### config.mk
export PLATFORM = sky130hd
export DESIGN_NAME = alc_ctrl
export DESIGN_NICKNAME = d
export VERILOG_FILES = /design/src/rtl/core/ambient_light_lux_calc_unit_assert.svh /design/src/rtl/core/alc_pkg.sv /design/src/rtl/core/alc_ctrl.sv
export SDC_FILE = /design/constraint.sdc
export NUM_CORES = 1
export LEC_CHECK = 0
export ABC_AREA = 1
export BUFFER_PORTS_ARGS = -buffer_cell sky130_fd_sc_hd__buf_2
export CORE_MARGIN = 5
export CORE_UTILIZATION = 43
export CTS_BUF_LIST = sky130_fd_sc_hd__clkbuf_4 sky130_fd_sc_hd__clkbuf_8
export CTS_CLUSTER_SIZE = 40
export DETAILED_ROUTE_END_ITERATION = 7
export GPL_ROUTABILITY_DRIVEN = 1
export PLACE_DENSITY = 0.76
export SLEW_MARGIN = 20
export SYNTH_ARGS = -nofsm -noshare
export SYNTH_HDL_FRONTEND = slang
export SYNTH_SLANG_ARGS = --single-unit
### constraint.sdc
create_clock -name aclk -period 1.1 [get_ports aclk]
set_input_delay 0.22 -clock aclk [delete_from_list [all_inputs] [get_ports aclk]]
set_output_delay 0.22 -clock aclk [all_outputs]
set_load 0.005 [all_outputs]
### src/rtl/core/ambient_light_lux_calc_unit_assert.svh
// Assertion macros for the ambient light lux unit.
// Bodies assume the including module has aclk and aresetn in scope.
`ifndef AMBIENT_LIGHT_LUX_CALC_UNIT_ASSERT_SVH
`define AMBIENT_LIGHT_LUX_CALC_UNIT_ASSERT_SVH

// same-cycle implication
`define ALC_CHK_IMPL(lbl, ante, cons) \
    lbl: assert property (@(posedge aclk) disable iff (!aresetn) (ante) |-> (cons)) \
        else $error("lux unit check failed");

// next-cycle implication
`define ALC_CHK_NEXT(lbl, ante, cons) \
    lbl: assert property (@(posedge aclk) disable iff (!aresetn) (ante) |=> (cons)) \
        else $error("lux unit check failed");

`endif

### src/rtl/core/alc_pkg.sv
// Shared types, constants and coefficient tables for the lux unit.
// No dependencies.
`timescale 1ns / 1ps

package alc_pkg;

    localparam int ALC_POW_ENTRIES = 64;
    localparam int ALC_RATIO_FRAC  = 16;

    localparam int CNT_W     = 16;
    localparam int LUX_W     = 28;
    localparam int STS_W     = 2;
    localparam int PKG_W     = 4;
    localparam int SEG_W     = 3;
    localparam int COEF_W    = 13;
    localparam int BRK_W     = 8;
    localparam int POW_W     = 16;
    localparam int Q_FRAC    = 16;
    localparam int PROD_W    = 48;
    localparam int MUL_A_W   = 32;
    localparam int POS_W     = 44;
    localparam int NEG_W     = 45;
    localparam int DIV_REM_W = 17;
    localparam int DIV_SH_W  = LUX_W;
    localparam int DIV_CNT_W = 5;

    localparam logic [DIV_REM_W-1:0] COEF_SCALE = DIV_REM_W'(100000);

    // lux scale by 1e5: drop 5 low bits, then divide by 3125 in 13-bit chunks
    localparam int SCL_PRE     = 5;
    localparam int SCL_CHUNK_W = 13;
    localparam int SCL_STEPS   = 3;
    localparam int SCL_NUM_W   = SCL_CHUNK_W * SCL_STEPS;
    localparam int SCL_REM_W   = 12;
    localparam int SCL_X_W     = SCL_REM_W + SCL_CHUNK_W;
    localparam int SCL_RECIP_W = 26;
    localparam int SCL_PROD_W  = SCL_X_W + SCL_RECIP_W;
    localparam int SCL_SHIFT   = 37;
    localparam int SCL_CNT_W   = 2;
    localparam logic [SCL_REM_W-1:0]   SCL_DIVISOR = 12'd3125;
    // ceil(2^37 / 3125); exact quotient for any chunk value below 2^25
    localparam logic [SCL_RECIP_W-1:0] SCL_RECIP   = 26'd43980466;

    // package code values
    localparam logic [PKG_W-1:0] PKG_CS_A = 4'd0;
    localparam logic [PKG_W-1:0] PKG_CS_B = 4'd1;
    localparam logic [PKG_W-1:0] PKG_LD_A = 4'd4;
    localparam logic [PKG_W-1:0] PKG_LD_B = 4'd5;
    localparam logic [PKG_W-1:0] PKG_RESET = PKG_CS_B;

    // result status codes
    localparam logic [STS_W-1:0] ST_OK     = 2'd0;
    localparam logic [STS_W-1:0] ST_ZERO   = 2'd1;
    localparam logic [STS_W-1:0] ST_BADPKG = 2'd2;

    // kinds of result written to the output register
    localparam logic [1:0] OUT_CALC = 2'd0;
    localparam logic [1:0] OUT_ZERO = 2'd1;
    localparam logic [1:0] OUT_HOLD = 2'd2;

    // multiplier operand selects
    localparam logic [1:0] MUL_KA_CH0  = 2'd0;
    localparam logic [1:0] MUL_KB_CH0  = 2'd1;
    localparam logic [1:0] MUL_KB_CH1  = 2'd2;
    localparam logic [1:0] MUL_PROD_PW = 2'd3;

    typedef struct packed {
        logic       load;
        logic       classify;
        logic       mul_en;
        logic [1:0] mul_sel;
        logic       pos_cap;
        logic       neg_cap;
        logic       neg_lin;
        logic       div_ratio;
        logic       div_lux;
        logic       idx_cap;
        logic       tab_cap;
        logic       out_load;
        logic [1:0] out_kind;
    } alc_cmd_t;

    typedef struct packed {
        logic ch0_zero;
        logic pkg_bad;
        logic seg_zero;
        logic div_busy;
    } alc_sts_t;

    // breakpoints in hundredths of ratio
    function automatic logic [BRK_W-1:0] brk_val(input logic leaded, input int unsigned s);
        logic [BRK_W-1:0] v;
        case (s)
            0:       v = leaded ? 8'd50 : 8'd52;
            1:       v = leaded ? 8'd61 : 8'd65;
            2:       v = 8'd80;
            default: v = 8'd130;
        endcase
        return v;
    endfunction

    // ch0 coefficient, 1e-5 units; segment above the last breakpoint gives zero
    function automatic logic [COEF_W-1:0] coef_a(input logic leaded, input logic [SEG_W-1:0] s);
        logic [COEF_W-1:0] v;
        case (s)
            3'd0:    v = leaded ? 13'd3040 : 13'd3150;
            3'd1:    v = leaded ? 13'd2240 : 13'd2290;
            3'd2:    v = leaded ? 13'd1280 : 13'd1570;
            3'd3:    v = leaded ? 13'd146  : 13'd338;
            default: v = '0;
        endcase
        return v;
    endfunction

    function automatic logic [COEF_W-1:0] coef_b(input logic leaded, input logic [SEG_W-1:0] s);
        logic [COEF_W-1:0] v;
        case (s)
            3'd0:    v = leaded ? 13'd6200 : 13'd5930;
            3'd1:    v = leaded ? 13'd3100 : 13'd2910;
            3'd2:    v = leaded ? 13'd1530 : 13'd1800;
            3'd3:    v = leaded ? 13'd112  : 13'd260;
            default: v = '0;
        endcase
        return v;
    endfunction

    // x^1.4 table entry in Q0.16, evaluated at elaboration
    function automatic logic [POW_W-1:0] pow_entry(input int unsigned idx, input int unsigned n);
        longint unsigned num, x, rem, lim, lo, hi, mid, m2, p5;
        int b, k;
        num = longint'(idx) << 16;
        x   = 0;
        rem = 0;
        for (b = 31; b >= 0; b--) begin
            rem = (rem << 1) | ((num >> b) & 64'd1);
            x   = x << 1;
            if (rem >= longint'(n)) begin
                rem = rem - longint'(n);
                x   = x | 64'd1;
            end
        end
        lim = (x * x) << 28;
        lo  = 0;
        hi  = 4096;
        // largest q with q^5 <= x^2 * 2^28, i.e. x^0.4 in Q0.12
        for (k = 0; k < 14; k++) begin
            if (lo < hi) begin
                mid = (lo + hi + 64'd1) >> 1;
                m2  = mid * mid;
                p5  = m2 * m2 * mid;
                if (p5 <= lim) begin
                    lo = mid;
                end else begin
                    hi = mid - 64'd1;
                end
            end
        end
        return POW_W'((x * lo) >> 12);
    endfunction

endpackage

### src/rtl/core/alc_ctrl.sv
// Sequencer for the lux datapath and the result beat handshake.
// Depends on alc_pkg.
`timescale 1ns / 1ps

module alc_ctrl
    import alc_pkg::*;
(
    input  logic     aclk,
    input  logic     aresetn,
    input  logic     s_valid,
    output logic     s_ready,
    output logic     m_valid,
    input  logic     m_ready,
    input  alc_sts_t sts,
    output alc_cmd_t cmd
);

    localparam logic [3:0] S_IDLE  = 4'd0;
    localparam logic [3:0] S_CLASS = 4'd1;
    localparam logic [3:0] S_MPOS  = 4'd2;
    localparam logic [3:0] S_MNEG  = 4'd3;
    localparam logic [3:0] S_NEGL  = 4'd4;
    localparam logic [3:0] S_RDIV  = 4'd5;
    localparam logic [3:0] S_IDX   = 4'd6;
    localparam logic [3:0] S_TAB   = 4'd7;
    localparam logic [3:0] S_MP    = 4'd8;
    localparam logic [3:0] S_NEGP  = 4'd9;
    localparam logic [3:0] S_DIFF  = 4'd10;
    localparam logic [3:0] S_LDIV  = 4'd11;
    localparam logic [3:0] S_OUT   = 4'd12;

    logic [3:0] state_reg, state_next;
    logic [1:0] kind_reg, kind_next;
    logic       out_valid_reg, out_valid_next;

    always_comb begin
        state_next = state_reg;
        kind_next  = kind_reg;
        cmd        = '0;
        case (state_reg)
            S_IDLE: begin
                if (s_valid) begin
                    cmd.load   = 1'b1;
                    state_next = S_CLASS;
                end
            end
            S_CLASS: begin
                cmd.classify = 1'b1;
                // zero broadband wins over a bad package code
                if (sts.ch0_zero) begin
                    kind_next  = OUT_ZERO;
                    state_next = S_OUT;
                end else if (sts.pkg_bad) begin
                    kind_next  = OUT_HOLD;
                    state_next = S_OUT;
                end else begin
                    state_next = S_MPOS;
                end
            end
            S_MPOS: begin
                cmd.mul_en  = 1'b1;
                cmd.mul_sel = MUL_KA_CH0;
                state_next  = S_MNEG;
            end
            S_MNEG: begin
                cmd.pos_cap = 1'b1;
                cmd.mul_en  = 1'b1;
                if (sts.seg_zero) begin
                    cmd.mul_sel   = MUL_KB_CH0;
                    cmd.div_ratio = 1'b1;
                    state_next    = S_RDIV;
                end else begin
                    cmd.mul_sel = MUL_KB_CH1;
                    state_next  = S_NEGL;
                end
            end
            S_NEGL: begin
                cmd.neg_cap = 1'b1;
                cmd.neg_lin = 1'b1;
                state_next  = S_DIFF;
            end
            S_RDIV: begin
                if (!sts.div_busy) begin
                    state_next = S_IDX;
                end
            end
            S_IDX: begin
                cmd.idx_cap = 1'b1;
                state_next  = S_TAB;
            end
            S_TAB: begin
                cmd.tab_cap = 1'b1;
                state_next  = S_MP;
            end
            S_MP: begin
                cmd.mul_en  = 1'b1;
                cmd.mul_sel = MUL_PROD_PW;
                state_next  = S_NEGP;
            end
            S_NEGP: begin
                cmd.neg_cap = 1'b1;
                state_next  = S_DIFF;
            end
            S_DIFF: begin
                cmd.div_lux = 1'b1;
                state_next  = S_LDIV;
            end
            S_LDIV: begin
                if (!sts.div_busy) begin
                    kind_next  = OUT_CALC;
                    state_next = S_OUT;
                end
            end
            S_OUT: begin
                if (!out_valid_reg || m_ready) begin
                    cmd.out_load = 1'b1;
                    state_next   = S_IDLE;
                end
            end
            default: begin
                state_next = S_IDLE;
            end
        endcase
        cmd.out_kind = kind_reg;
    end

    always_comb begin
        out_valid_next = out_valid_reg;
        if (cmd.out_load) begin
            out_valid_next = 1'b1;
        end else if (m_ready) begin
            out_valid_next = 1'b0;
        end
    end

    always_ff @(posedge aclk) begin
        if (!aresetn) begin
            state_reg     <= S_IDLE;
            kind_reg      <= OUT_CALC;
            out_valid_reg <= 1'b0;
        end else begin
            state_reg     <= state_next;
            kind_reg      <= kind_next;
            out_valid_reg <= out_valid_next;
        end
    end

    assign s_ready = state_reg == S_IDLE;
    assign m_valid = out_valid_reg;

endmodule

# Yosys cells after proc, flatten, opt, wreduce, memory -nomap -nowiden

Cells that the tools add are included.

Flip-flop bits (word level): 7
Input port bits: 8
Output and inout port bits: 17
Logic and storage cells: 57

Equality and inequality tests: 17
Mux-type cells: 29
Reduce and logical (&&, ||, !) cells: 8

Operators by type and width:

| cell                                                            | count |
|---|---|
| 4-bit one-hot mux with 12 select lines                          | 1 |
| 4-bit two-way mux                                               | 6 |
| 4-bit == test, second input constant                            | 5 |
| 4-bit by 3-bit == test with 1-bit output, second input constant | 4 |
| 1-bit two-way mux                                               | 16 |
| 3-bit one-hot mux with 3 select lines                           | 1 |
| 4-bit by 2-bit == test with 1-bit output, second input constant | 2 |
| 2-bit two-way mux                                               | 4 |
| 2-bit != test, second input constant                            | 4 |
| 4-bit by 1-bit == test with 1-bit output, second input constant | 1 |
| 4-bit zero test                                                 | 1 |
| 2-bit one-hot mux with 2 select lines                           | 1 |
| 4-bit AND reduction                                             | 1 |
| 2-bit nonzero test                                              | 2 |
| 3-bit != test, second input constant                            | 1 |
| 3-bit AND reduction                                             | 1 |
| 2-bit OR reduction                                              | 1 |
| 1-bit zero test                                                 | 1 |
| 1-bit logical OR                                                | 1 |

# Logic depth before layout (Yosys ltp)

Gate-level depths: netlist of the first run.

Word-level depth: 5
Depth in mapped cells: 8
Depth with buffers taken out: 8

# Worst setup path before layout of the first run

No wires, ideal clock.

Kind: register to output
Start point: register state_reg[0]
End point: output port cmd[2] (netlist bit)
Data arrival time: 0.938 ns
Data required time: 0.880 ns
Slack: -0.058 ns
Stages on the path, launching flop included: 5
Path through: dfxtp_1 nor2_2 inv_1 nor3_2 buf_4

RTL lines:

| item                   | RTL line        | RTL |
|---|---|---|
| start, declared        | alc_ctrl.sv:32  | `logic [3:0] state_reg, state_next;` |
| start signal, assigned | alc_ctrl.sv:142 | `state_reg <= state_next;` |
| end, declared          | alc_ctrl.sv:15  | `output alc_cmd_t cmd` |

# Worst setup path in the final report of the first run

Start point: register state_reg[3]
End point: register state_reg[2]

Word-level cells in the longest chain between the ends: 3
Elaborated cells between the ends (all ways): 20
Classes of those cells: eq/ne (16); mux (1); reduce/logical (3)

Ends and longest elaborated chain:

| item                                                                          | RTL line       | RTL |
|---|---|---|
| 4-bit == test, or another cell as far along                                   | alc_ctrl.sv:40 | `case (state_reg)` |
| 2-bit OR reduction (no source line) or 2-bit != test (tied branches)          | --             |  |
| 4-bit one-hot mux with 12 select lines or 4-bit AND reduction (tied branches) | --             |  |

Several ways; a longest one is shown, not always the timed one.
A chain may end at the register's enable or synchronous reset.

==> results.ini, run 1 <==
[outcome]
status=complete, but fails checks
violations=negative setup slack

[sta]
fin_crit_sh_pct=131
slew_headroom_pct=81.9
timing.fmax_mhz=692
finalHoldViolCount=0
rsz0062_at_grt=true
postLayoutSetupSlackWorst_ns=-0.344
setup_viol=20
slew_violations=0
fin_crit_ns=1.44
hold-worst-slack_ns=0.217
worstMarginPinSlew_ns=0.271
finClkSkew_ns=0.0103

[clocking]
cts.clk_slew.worst_paths_ns=0.06
cts_tree=yes
cts_made_buffers=3
clock_sinks=7
clockBufferDepth=2
h-tree-depth=1
cts_root_buffer=clkbuf_4
clock_latency_ns=0.27

[placed_design]
dp_hpwl_um=1240
dp_slack_ns=-0.199
place.gp.congestion=0.849
place_inst=146
io_buffers=24

[global_route]
antenna_found_initial=0
grtUsageMet1_pct=22.8
overflow=0
use_met3_pct=4.69
grt_first_pass_wirelength_um=3330
use_met2_pct=38.7
busiest_layer=met2
grt_usage_pct=21.8
grt_pass1_vias=795
grt_max_degree=8

[finish]
nets=163
finalNonFillerCells=169
final_layout_size_suffix_gt1_share_pct=63.0
area_delta_synth_final_pct=92.6
largest_reg_flops=4
antenna_cells=0

[setup_path]
path_max_fanout=4
critical_path_arrival_ns=1.64
crit_path_start_kind=register
ff2ff_setup_slack_ns=-0.34
cp-end-kind=register
worstPathRequired_ns=1.30
critPathKind=reg -> reg

[die]
dieWidth_um=46.6
coreArea_um2=1280
die-area_um2=2170
fp-row-count=13
ios=25
start_util_pct=44.8
die_h_um=46.6

[pwr]
powerDensity_nw_per_um2=2240
p_clk_share_pct=11.3
combPwrFrac_pct=70.3
p_seq_share_pct=18.4
p_sw_mw=1.14
swShare_pct=45.8
leakage_nw=0.649
p_int_mw=1.34
vdd_drop_max_mv=1.41

[synthesis]
synth_top_area_share_pct=24.3
synth_cell_types=18
synth_top_cell_by_area=dfxtp_1
synth_area_leaders=dfxtp_1 (24%), nand2_1 (23%), inv_1 (12%), nor2_2 (5.4%), a21oi_1 (5.2%)
yosys.area_share.simple_pct=52.6
syn-cell-area_um2=576
synth_adder_area_share_pct=0
synth_seq_area_share_pct=24.3
synth_nets=110
synthXorXnorAreaFrac_pct=0
muxShareOfSynthArea_pct=0
syn_area_per_cell_um2=5.64
ys_seq_elements=7
ys.warnings.count=0
synthCells=102
synth_top_family_by_area=simple AND/OR/NAND/NOR gates
synth_compound_area_share_pct=6.09

[job]
cap_violations=0

[drt]
drt-wirelength-per-cell_um=15.2
first_pass_iters=4
via_count=869
via_per_inst=5.14
drt-total-wl_um=2570
drtIter0Drc=23
antenna_left=0
drc=0

[worst_hold_path]
hp-class=in -> reg

cells in the mapped netlist, drive strengths merged:
library cell / n
nand2: 39
inv: 23
nor2: 14
dfxtp: 7
a21oi: 6
nand3: 5
nand4: 2
nor3: 2
buf: 1
clkinv: 1
nand3b: 1
o21ai: 1
routing by layer:
| metal | share of wire [%] | vias to the layer above |
|---|---|---|
| met3 | 5.7 | 15 |
| met2 | 51 | 48 |
| met5 | 0 | - |
| met1 | 38 | 399 |
| met4 | 4.9 | 0 |
| li1 | - | 407 |
power groups by stage:
stage	registers, mW	logic (mW)	clock network, mW
6_report	0.457	1.74	0.281
5_1_grt	0.463	1.87	0.285
4_1_cts	0.444	1.36	0.270
3_5_place_dp	0.414	0.946	0
3_3_place_gp	0.410	0.938	0
2_1_floorplan	0.397	0.596	0
repair_timing:
| item | 4_1_cts | 5_1_grt |
|---|---|---|
| resized for setup | 23 | 30 |
| setup buffers | 16 | 3 |
| endpoints found under the setup margin | 20 | 20 |
| pin swaps | 7 | 10 |
| hold buffers | 0 | 0 |
cells by family after synthesis:
kind of cell / Yosys count
AOI/OAI and AO/OA: 7
buffers and inverters: 25
DFF: 7
and+or+nand+nor: 63
path summary, 6_finish.rpt:
kind / start / to / cells past startpoint
max reg2reg: state_reg[3]$_SDFFE_PN0P_ / state_reg[2]$_SDFFE_PN0P_ / 11
max: state_reg[3]$_SDFFE_PN0P_ / state_reg[2]$_SDFFE_PN0P_ / 11
min: sts[3] / kind_reg[0]$_SDFFE_PN0P_ / 3
min reg2reg: kind_reg[1]$_SDFFE_PN0P_ / kind_reg[1]$_SDFFE_PN0P_ / 2
cell type report:
| class | instances | area [um2] |
|---|---|---|
| Inverter | 24 | 95.1 |
| Clock buffer | 4 | 30.0 |
| Sequential cell | 7 | 155 |
| Multi-Input combinational cell | 70 | 473 |
| Fill cell | 78 | 176 |
| Timing Repair Buffer | 49 | 337 |
| Tap cell | 15 | 18.8 |
worst max-delay path: stages (launching register included):
cell	delay [ns]
dfxtp_4	0.39
inv_4	0.05
nor2_4	0.17
buf_6	0.14
buf_4	0.10
buf_6	0.08
nand2_1	0.04
nand2_2	0.09
inv_2	0.03
nand2_1	0.07
nand2_1	0.08
a21oi_2	0.14
cells in the final DEF, fill, tap and decap left out, drive strengths merged:
| master | instances |
|---|---|
| nand3 | 5 |
| buf | 49 |
| o21ai | 1 |
| clkinv | 1 |
| dfxtp | 7 |
| nand3b | 1 |
| nor3 | 2 |
| inv | 23 |
| clkbuf | 4 |
| nand4 | 2 |
| a21oi | 6 |
| nand2 | 39 |
| nor2 | 14 |
metrics by stage:
step / total power [mW] / TNS (ns) / util [%] / instance area [um2]
after floorplan: 0.993 / 0 / - / 581
after detailed placement: 1.36 / -2.05 / 58.9 / 757
final: 2.48 / -5.79 / 86.3 / 1110
after CTS: 2.07 / -4.18 / 75.8 / 973
after global routing: 2.62 / -6.59 / 86.3 / 1110
after global placement: 1.35 / -1.79 / 58.9 / 757
(Power assumes the default switching activity.)
==> inputs of run 2 (changes only) <==
--- a/config.mk
+++ b/config.mk
@@ -13,7 +13,7 @@
 export CTS_CLUSTER_SIZE = 40
 export DETAILED_ROUTE_END_ITERATION = 7
 export GPL_ROUTABILITY_DRIVEN = 1
-export PLACE_DENSITY = 0.76
+export PLACE_DENSITY_LB_ADDON = 0.3
 export SLEW_MARGIN = 20
 export SYNTH_ARGS = -nofsm -noshare
 export SYNTH_HDL_FRONTEND = slang
==> run 2 against run 1 <==
  * The run still ends with negative setup slack left
  * Hold slack improved by 0.0071 ns
  * Power increased by 2.6%
  * First-iteration DRC count unchanged
  * Highest routed layer unchanged
==> results.ini, run 2 (synthesis gave the netlist of run 1 again) <==
[finish]
fillers=73  ; -6.4%
antenna_cells=0  ; unchanged
area_delta_synth_final_pct=96.3
layout_commonest_cell=nand2_1
largest_reg_flops=4  ; unchanged
nets=161  ; -1.2%
final_layout_size_suffix_gt1_share_pct=67.8  ; +4.8 points
most-common-layout-cells=nand2_1 (22), buf_2 (19), buf_4 (15)

[global_route]
antenna_found_initial=0  ; unchanged
grt_max_degree=8  ; unchanged
grt_pass1_vias=764  ; -3.9%
grt_first_pass_wirelength_um=3130  ; -6.0%
grt_usage_pct=20.4  ; -1.4 points
overflow=0  ; unchanged

[clocking]
clock_latency_ns=0.26  ; about the same
clock_sinks=7  ; unchanged
cts_tree=yes
ctsHoldBuffers=0  ; unchanged
cts.clk_slew.worst_paths_ns=0.06  ; about the same
cts_root_buffer=clkbuf_4
clockBufferDepth=2  ; unchanged
cts_made_buffers=3  ; unchanged
h-tree-depth=1  ; unchanged

[job]
cap_violations=0  ; unchanged

[pwr]
powerDensity_nw_per_um2=2260  ; +0.71%
vdd_drop_max_mv=1.45  ; +3.2%
finalPower_mw=2.55  ; +2.6%
leakage_nw=0.631  ; -2.8%

[setup_path]
critPathKind=reg -> out
ff2ff_setup_slack_ns=-0.25  ; +0.09 ns
endpoint=cmd[8]
critical_path_arrival_ns=1.25  ; -0.39 ns
regToRegStartpoint=state_reg[1]$_SDFFE_PN0P_
reg2regPathDepth=9  ; -2
cp-end-kind=primary output
critical_path.startpoint=state_reg[3]$_SDFFE_PN0P_
crit_path_start_kind=register
worstReg2RegEnd=state_reg[1]$_SDFFE_PN0P_
worstPathRequired_ns=0.88  ; -0.42 ns
path_max_fanout=5  ; +1

[sta]
timing.fmax_mhz=682  ; -1.5%
slew_headroom_pct=79.3  ; -2.6 points
setup_tns_ns=-5.57  ; +0.225 ns
fin_crit_ns=1.47  ; +0.0223 ns
finalHoldViolCount=0  ; unchanged
postLayoutSetupSlackWorst_ns=-0.367  ; -0.0223 ns
slew_violations=0  ; unchanged
rsz0062_at_grt=true
fin_crit_sh_pct=133  ; +2.0 points
setup_viol=21  ; +5.0%
worstMarginPinSlew_ns=0.309  ; +0.0381 ns
finClkSkew_ns=0.00436  ; -0.00599 ns

[drt]
drc=0  ; unchanged
drt-total-wl_um=2520  ; -1.8%
drtIter0Drc=23  ; unchanged
antenna_left=0  ; unchanged
via_count=852  ; -2.0%
drt-wirelength-per-cell_um=15.1  ; -0.58%
via_per_inst=5.10  ; -0.78%
first_pass_iters=4  ; unchanged

[die]
ios=25  ; unchanged
coreArea_um2=1280  ; unchanged
die-area_um2=2170  ; unchanged
fp-row-count=13  ; unchanged
dieWidth_um=46.6  ; unchanged
die_h_um=46.6  ; unchanged
start_util_pct=44.8  ; unchanged

[worst_hold_path]
hp-class=in -> reg

[outcome]
violations=negative setup slack
status=complete, but fails checks

[placed_design]
dp_hpwl_um=1300  ; +4.6%
io_buffers=24  ; unchanged
place.gp.congestion=0.810  ; -4.6%

==> run 2: cell count changes in the layout (fill, tap and decap cells not counted), sizes merged <==
cell / delta
clkinv: +1
clkbuf: -1
buf: -2
==> run 2: cell type report <==
| cell class | count | area [um2] | share of cell area (%) |
|---|---|---|---|
| Timing Repair Buffer | 47 | 354 | 31.3 |
| Tap cell | 15 | 18.8 | 1.66 |
| Inverter | 24 | 98.8 | 8.75 |
| Sequential cell | 7 | 155 | 13.7 |
| Multi-Input combinational cell | 70 | 475 | 42.1 |
| Clock buffer | 3 | 22.5 | 1.99 |
| Clock inverter | 1 | 5.00 | 0.443 |
==> run 2: worst max-delay path, stage by stage (launching register included) <==
cell	delay (ns)
dfxtp_4	0.40
inv_4	0.05
nor2_4	0.20
buf_6	0.13
nand2_2	0.04
nand2_2	0.08
buf_6	0.09
==> run 2: per-stage QoR <==
stage | worst slack, ns | cell area [um2] | hold slack, ns | utilization (%) | instances
after CTS | -0.310 | 942 | 0.225 | 73.3 | 159
after global routing | -0.444 | 1130 | 0.222 | 87.9 | 167
after floorplan | 0.00789 | 581 | 0.367 | - | 102
after global placement | -0.168 | 757 | 0.450 | 58.9 | 146
after detailed placement | -0.179 | 757 | 0.460 | 58.9 | 146
final | -0.367 | 1130 | 0.224 | 87.9 | 167
==> run 2: how the worst min path moves through the flow <==
| stage | end | slack [ns] | startpoint | depth (start not counted) |
|---|---|---|---|---|
| 2_1_floorplan | kind_reg[0]$_SDFFE_PN0P_ | 0.37 | sts[3] | 2 |
| 3_3_place_gp | kind_reg[1]$_SDFFE_PN0P_ | 0.45 | kind_reg[1]$_SDFFE_PN0P_ | 2 |
| 5_1_grt | kind_reg[0]$_SDFFE_PN0P_ | 0.22 | sts[3] | 3 |
| 6_report | kind_reg[0]$_SDFFE_PN0P_ | 0.22 | sts[3] | 3 |
| 4_1_cts | kind_reg[0]$_SDFFE_PN0P_ | 0.22 | sts[3] | 3 |
| 3_5_place_dp | kind_reg[1]$_SDFFE_PN0P_ | 0.46 | kind_reg[1]$_SDFFE_PN0P_ | 2 |
==> run 2: routing by layer <==
layer / up-vias / track usage (%) / part of all wire, %
met3: 6 / 5.47 / 5.7
met4: 0 / 7.39 / 1.9
met5: - / 0 / 0
met1: 404 / 22.1 / 38
li1: 403 / - / -
met2: 39 / 37.1 / 54
==> run 2: where the power goes <==
group          internal (mW)  switching [mW]  leakage [nW]  total [mW]
Sequential             0.340           0.122        0.0599       0.462
Clock                  0.134           0.116        0.0177       0.250
Combinational          0.882           0.954         0.554        1.84
==> run 2: timing repair <==
action,in CTS,in global routing
buffers inserted,9,10
gates resized for setup,30,39
setup endpoints to repair,21,21
pin swaps,6,20
==> inputs of run 3 (changes only) <==
--- a/config.mk
+++ b/config.mk
@@ -5,7 +5,6 @@
 export SDC_FILE = /design/constraint.sdc
 export NUM_CORES = 1
 export LEC_CHECK = 0
-export ABC_AREA = 1
 export BUFFER_PORTS_ARGS = -buffer_cell sky130_fd_sc_hd__buf_2
 export CORE_MARGIN = 5
 export CORE_UTILIZATION = 43
@@ -14,7 +13,6 @@
 export DETAILED_ROUTE_END_ITERATION = 7
 export GPL_ROUTABILITY_DRIVEN = 1
 export PLACE_DENSITY_LB_ADDON = 0.3
-export SLEW_MARGIN = 20
 export SYNTH_ARGS = -nofsm -noshare
 export SYNTH_HDL_FRONTEND = slang
 export SYNTH_SLANG_ARGS = --single-unit
==> run 3 against run 2 <==
  * The flow now stops in 5_1_grt
  * Synthesized cell count fell by 13%
  * Synthesized area rose by 3.9%
==> results.ini, run 3 <==
[outcome]
status=did not finish
lastStage=5_1_grt
toolErrorMsg=[ERROR DPL-0038] Utilization greater than 100%, impossible to legalize

[placed_design]
dp_hpwl_um=1390  ; +6.7%
io_buffers=24  ; unchanged
place.gp.congestion=0.800  ; -1.2%
place_area_um2=893  ; +18%

[synthesis]
synth_most_common_cell=nor2_1
syn-cell-area_um2=598  ; +3.9%
synth-edff-count=0  ; unchanged
synth_top_area_share_pct=23.4  ; -0.92 points
synthCells=89  ; -13%
synth_cell_types=31  ; +13
synth_nets=97  ; -12%
syn_area_per_cell_um2=6.72  ; +19%
synth_seq_area_share_pct=23.4  ; -0.92 points
async_reset_ff_share_pct=0  ; unchanged
synth_area_leaders=dfxtp_1 (23%), nor2_1 (8.8%), nand2_1 (5.6%), a21oi_1 (5.0%), nor3_1 (5.0%)
synthTopCellsByCount=nor2_1 (14), nand2_1 (9), dfxtp_1 (7), a21oi_1 (6), nor3_1 (6)
synth_top_cell_by_area=dfxtp_1
ys.warnings.count=0  ; unchanged
ys_seq_elements=7  ; unchanged
ys.flop_type=dfxtp_1

[clocking]
clock_sinks=7  ; unchanged
cts_root_buffer=clkbuf_4
clockBufferDepth=2  ; unchanged
cts_made_buffers=3  ; unchanged
ctsHoldBuffers=0  ; unchanged
h-tree-depth=1  ; unchanged

[global_route]
grt_max_degree=10

[sta]
endpoint_type=output port
crit_endpoint=cmd[5]

[die]
dieWidth_um=47.3  ; +1.5%
fp-row-count=13  ; unchanged
ios=25  ; unchanged
die_h_um=47.3  ; +1.5%
start_util_pct=46.0  ; +1.2 points

run 3: logic make-up after synthesis:
logic type	synth area share, %
AND/OR/NAND/NOR	42.3
buffers and inverters	9.62
multiplexers	3.35
AO/OA/AOI/OAI	21.3
flip-flops	23.4
run 3: per-stage QoR:
step | worst slack, ns | std cells | hold WS [ns]
floorplan | -0.0901 | 89 | 0.376
global placement | -0.199 | 146 | 0.493
detailed placement | -0.233 | 146 | 0.508
CTS | -0.355 | 163 | 0.278
run 3: what timing repair did:
| action | in CTS |
|---|---|
| gates cloned | 1 |
| hold endpoints to repair | 0 |
| gates resized for setup | 41 |
| setup endpoints to repair | 20 |
| pin swaps | 20 |
| setup buffers | 12 |
==> inputs of run 4 (changes only) <==
--- a/config.mk
+++ b/config.mk
@@ -6,13 +6,11 @@
 export NUM_CORES = 1
 export LEC_CHECK = 0
 export BUFFER_PORTS_ARGS = -buffer_cell sky130_fd_sc_hd__buf_2
-export CORE_MARGIN = 5
-export CORE_UTILIZATION = 43
-export CTS_BUF_LIST = sky130_fd_sc_hd__clkbuf_4 sky130_fd_sc_hd__clkbuf_8
-export CTS_CLUSTER_SIZE = 40
+export CORE_AREA = 5 5 66 68
 export DETAILED_ROUTE_END_ITERATION = 7
+export DIE_AREA = 0 0 71 73
 export GPL_ROUTABILITY_DRIVEN = 1
-export PLACE_DENSITY_LB_ADDON = 0.3
+export PLACE_DENSITY_LB_ADDON = 0.15
 export SYNTH_ARGS = -nofsm -noshare
 export SYNTH_HDL_FRONTEND = slang
 export SYNTH_SLANG_ARGS = --single-unit
==> constraint.sdc (replaced) <==
create_clock -name aclk -period 1.4 [get_ports aclk]
set_input_delay 0.28 -clock aclk [delete_from_list [all_inputs] [get_ports aclk]]
set_output_delay 0.28 -clock aclk [all_outputs]
set_load 0.005 [all_outputs]
==> run 4 against run 3 <==
  * The flow now finishes, with violations (negative setup slack)
  * Synthesized cell count is the same
  * Synthesized area unchanged
==> results.ini, run 4 <==
[synthesis]
ys.warnings.count=0  ; unchanged
synth_cell_types=31  ; unchanged
synth_nets=97  ; unchanged
synth_most_common_cell=nor2_1
synthTopCellsByCount=nor2_1 (14), nand2_1 (9), dfxtp_1 (7), a21oi_1 (6), nor3_1 (6)
syn_area_per_cell_um2=6.72  ; unchanged
synth_area_leaders=dfxtp_1 (23%), nor2_1 (8.8%), nand2_1 (5.6%), a21oi_1 (5.0%), nor3_1 (5.0%)
syn-cell-area_um2=598  ; unchanged
synthCells=89  ; unchanged
ys.flop_type=dfxtp_1
ys_seq_elements=7  ; unchanged
synth_top_cell_by_area=dfxtp_1
synth_top_area_share_pct=23.4  ; unchanged
synth_seq_area_share_pct=23.4  ; unchanged
synth-edff-count=0  ; unchanged
async_reset_ff_share_pct=0  ; unchanged

[drt]
drtIter0Drc=31
drt-wirelength-per-cell_um=12.7
via_per_inst=4.30
first_pass_iters=4
via_count=821
drt-total-wl_um=2420
drc=0
antenna_left=0

[pwr]
p_sw_mw=0.454
vdd_drop_max_mv=0.281
powerDensity_nw_per_um2=1080
leakage_nw=0.543
p_clk_share_pct=23.7
p_int_mw=0.821
p_seq_share_pct=21.4
swShare_pct=35.6
combPwrFrac_pct=54.9

[die]
start_util_pct=15.7  ; -30 points
fp-row-count=23  ; +10
ios=25  ; unchanged
dieWidth_um=71  ; +50%
die_h_um=73  ; +54%
die-area_um2=5180
coreArea_um2=3800

[clocking]
cts_made_buffers=3  ; unchanged
cts.clk_slew.worst_paths_ns=0.05
clock_sinks=7  ; unchanged
cts_tree=yes
cts_root_buffer=clkbuf_8
h-tree-depth=1  ; unchanged
clockBufferDepth=2  ; unchanged
clock_latency_ns=0.23
ctsHoldBuffers=0  ; unchanged

[sta]
rsz0062_at_grt=true
setup_viol=15
timing.fmax_mhz=657
finClkSkew_ns=0.000286
finalHoldViolCount=0
worstMarginPinSlew_ns=0.289
hold-worst-slack_ns=0.344
fin_crit_sh_pct=109
postLayoutSetupSlackWorst_ns=-0.122
slew_violations=0
fin_crit_ns=1.52
slew_headroom_pct=80.7

[global_route]
grt_first_pass_wirelength_um=3820
overflow=0
grt_pass1_vias=813
antenna_found_initial=0
grt_max_degree=10
grt_usage_pct=9.24

[finish]
finalNonFillerCells=191
final_area_um2=1180
antenna_cells=0
nets=150
largest_reg_flops=4
final_layout_size_suffix_gt1_share_pct=57.4
most-common-layout-cells=buf_2 (23), buf_4 (23), buf_6 (11)
fin_util_pct=31.0
area_delta_synth_final_pct=97.1

[setup_path]
worstPathRequired_ns=1.12
slowest_stage=dfxtp_4
critPathKind=reg -> out
path_max_fanout=4
crit_path_start_kind=register
crit_chain=buf_6, nor4_4, and2_1, buf_2
cp-end-kind=primary output
slowest_delay_ns=0.35
ff2ff_setup_slack_ns=-0.04
reg2regPathDepth=6
critical_path_arrival_ns=1.24

[worst_hold_path]
hp-class=in -> reg
holdPathStages=3

[placed_design]
place.gp.congestion=0.760  ; -5.1%
dp_hpwl_um=1700  ; +23%
place_area_um2=892  ; -0.14%
io_buffers=24  ; unchanged
place_inst=176  ; +21%

[outcome]
status=complete, but fails checks
violations=negative setup slack

[job]
cap_violations=0

-- run 4: final cells by class --
type,count,area (um2)
inverters,1,3.75
clock buffers,4,45.0
well taps,50,62.6
multi-input cells,72,503
fillers,443,2620
flip-flops and latches,7,153
repair buffers,57,412
-- run 4: kinds of logic (layout without fill, tap and decap cells) --
kind of cell | after synthesis | after routing | synth area share, %
compound gates | 20 | 20 | 21.3
buf+inv | 10 | 62 | 9.62
flops | 7 | 7 | 23.4
mux | 2 | 2 | 3.35
simple gates | 50 | 50 | 42.3
-- run 4: worst max-delay path, delay by kind of cell (launching register included) --
kind / cells / cell delay [ns]
simple gates: 2 / 0.45
flops: 1 / 0.35
buf+inv: 2 / 0.22
-- run 4: final timing paths --
path / startpoint / end
max reg2reg: state_reg[3]$_SDFFE_PN0P_ / state_reg[2]$_SDFFE_PN0P_
max: state_reg[2]$_SDFFE_PN0P_ / cmd[14]
min reg2reg: kind_reg[0]$_SDFFE_PN0P_ / kind_reg[0]$_SDFFE_PN0P_
min: sts[3] / kind_reg[0]$_SDFFE_PN0P_
-- run 4: power by group through the flow --
stage	logic (mW)	clock network [mW]	registers [mW]
6_report	0.700	0.302	0.272
5_1_grt	0.764	0.322	0.276
4_1_cts	0.589	0.306	0.264
3_5_place_dp	0.486	0	0.269
3_3_place_gp	0.495	0	0.270
2_1_floorplan	0.269	0	0.243
-- run 4: timing repair --
item	4_1_cts	5_1_grt
gates resized for setup	16	28
pin swaps	3	7
setup buffers	6	5
endpoints found under the setup margin	17	18
-- run 4: per-layer routing --
| layer | vias to the layer above | track usage (%) | share of wire (%) |
|---|---|---|---|
| li1 | 418 | - | - |
| met1 | 383 | 10.7 | 41 |
| met2 | 18 | 16.4 | 54 |
| met3 | 2 | 1.38 | 3.8 |
| met4 | 0 | 5.01 | 1.1 |
| met5 | - | 0 | 0 |
-- run 4: through the flow --
stage / power (mW) / TNS [ns] / setup slack (ns)
2_1_floorplan: 0.512 / 0 / 0.0819
3_3_place_gp: 0.765 / -0.296 / -0.0664
3_5_place_dp: 0.755 / -0.244 / -0.0721
4_1_cts: 1.16 / -1.17 / -0.149
5_1_grt: 1.36 / -2.03 / -0.213
6_report: 1.27 / -0.940 / -0.122
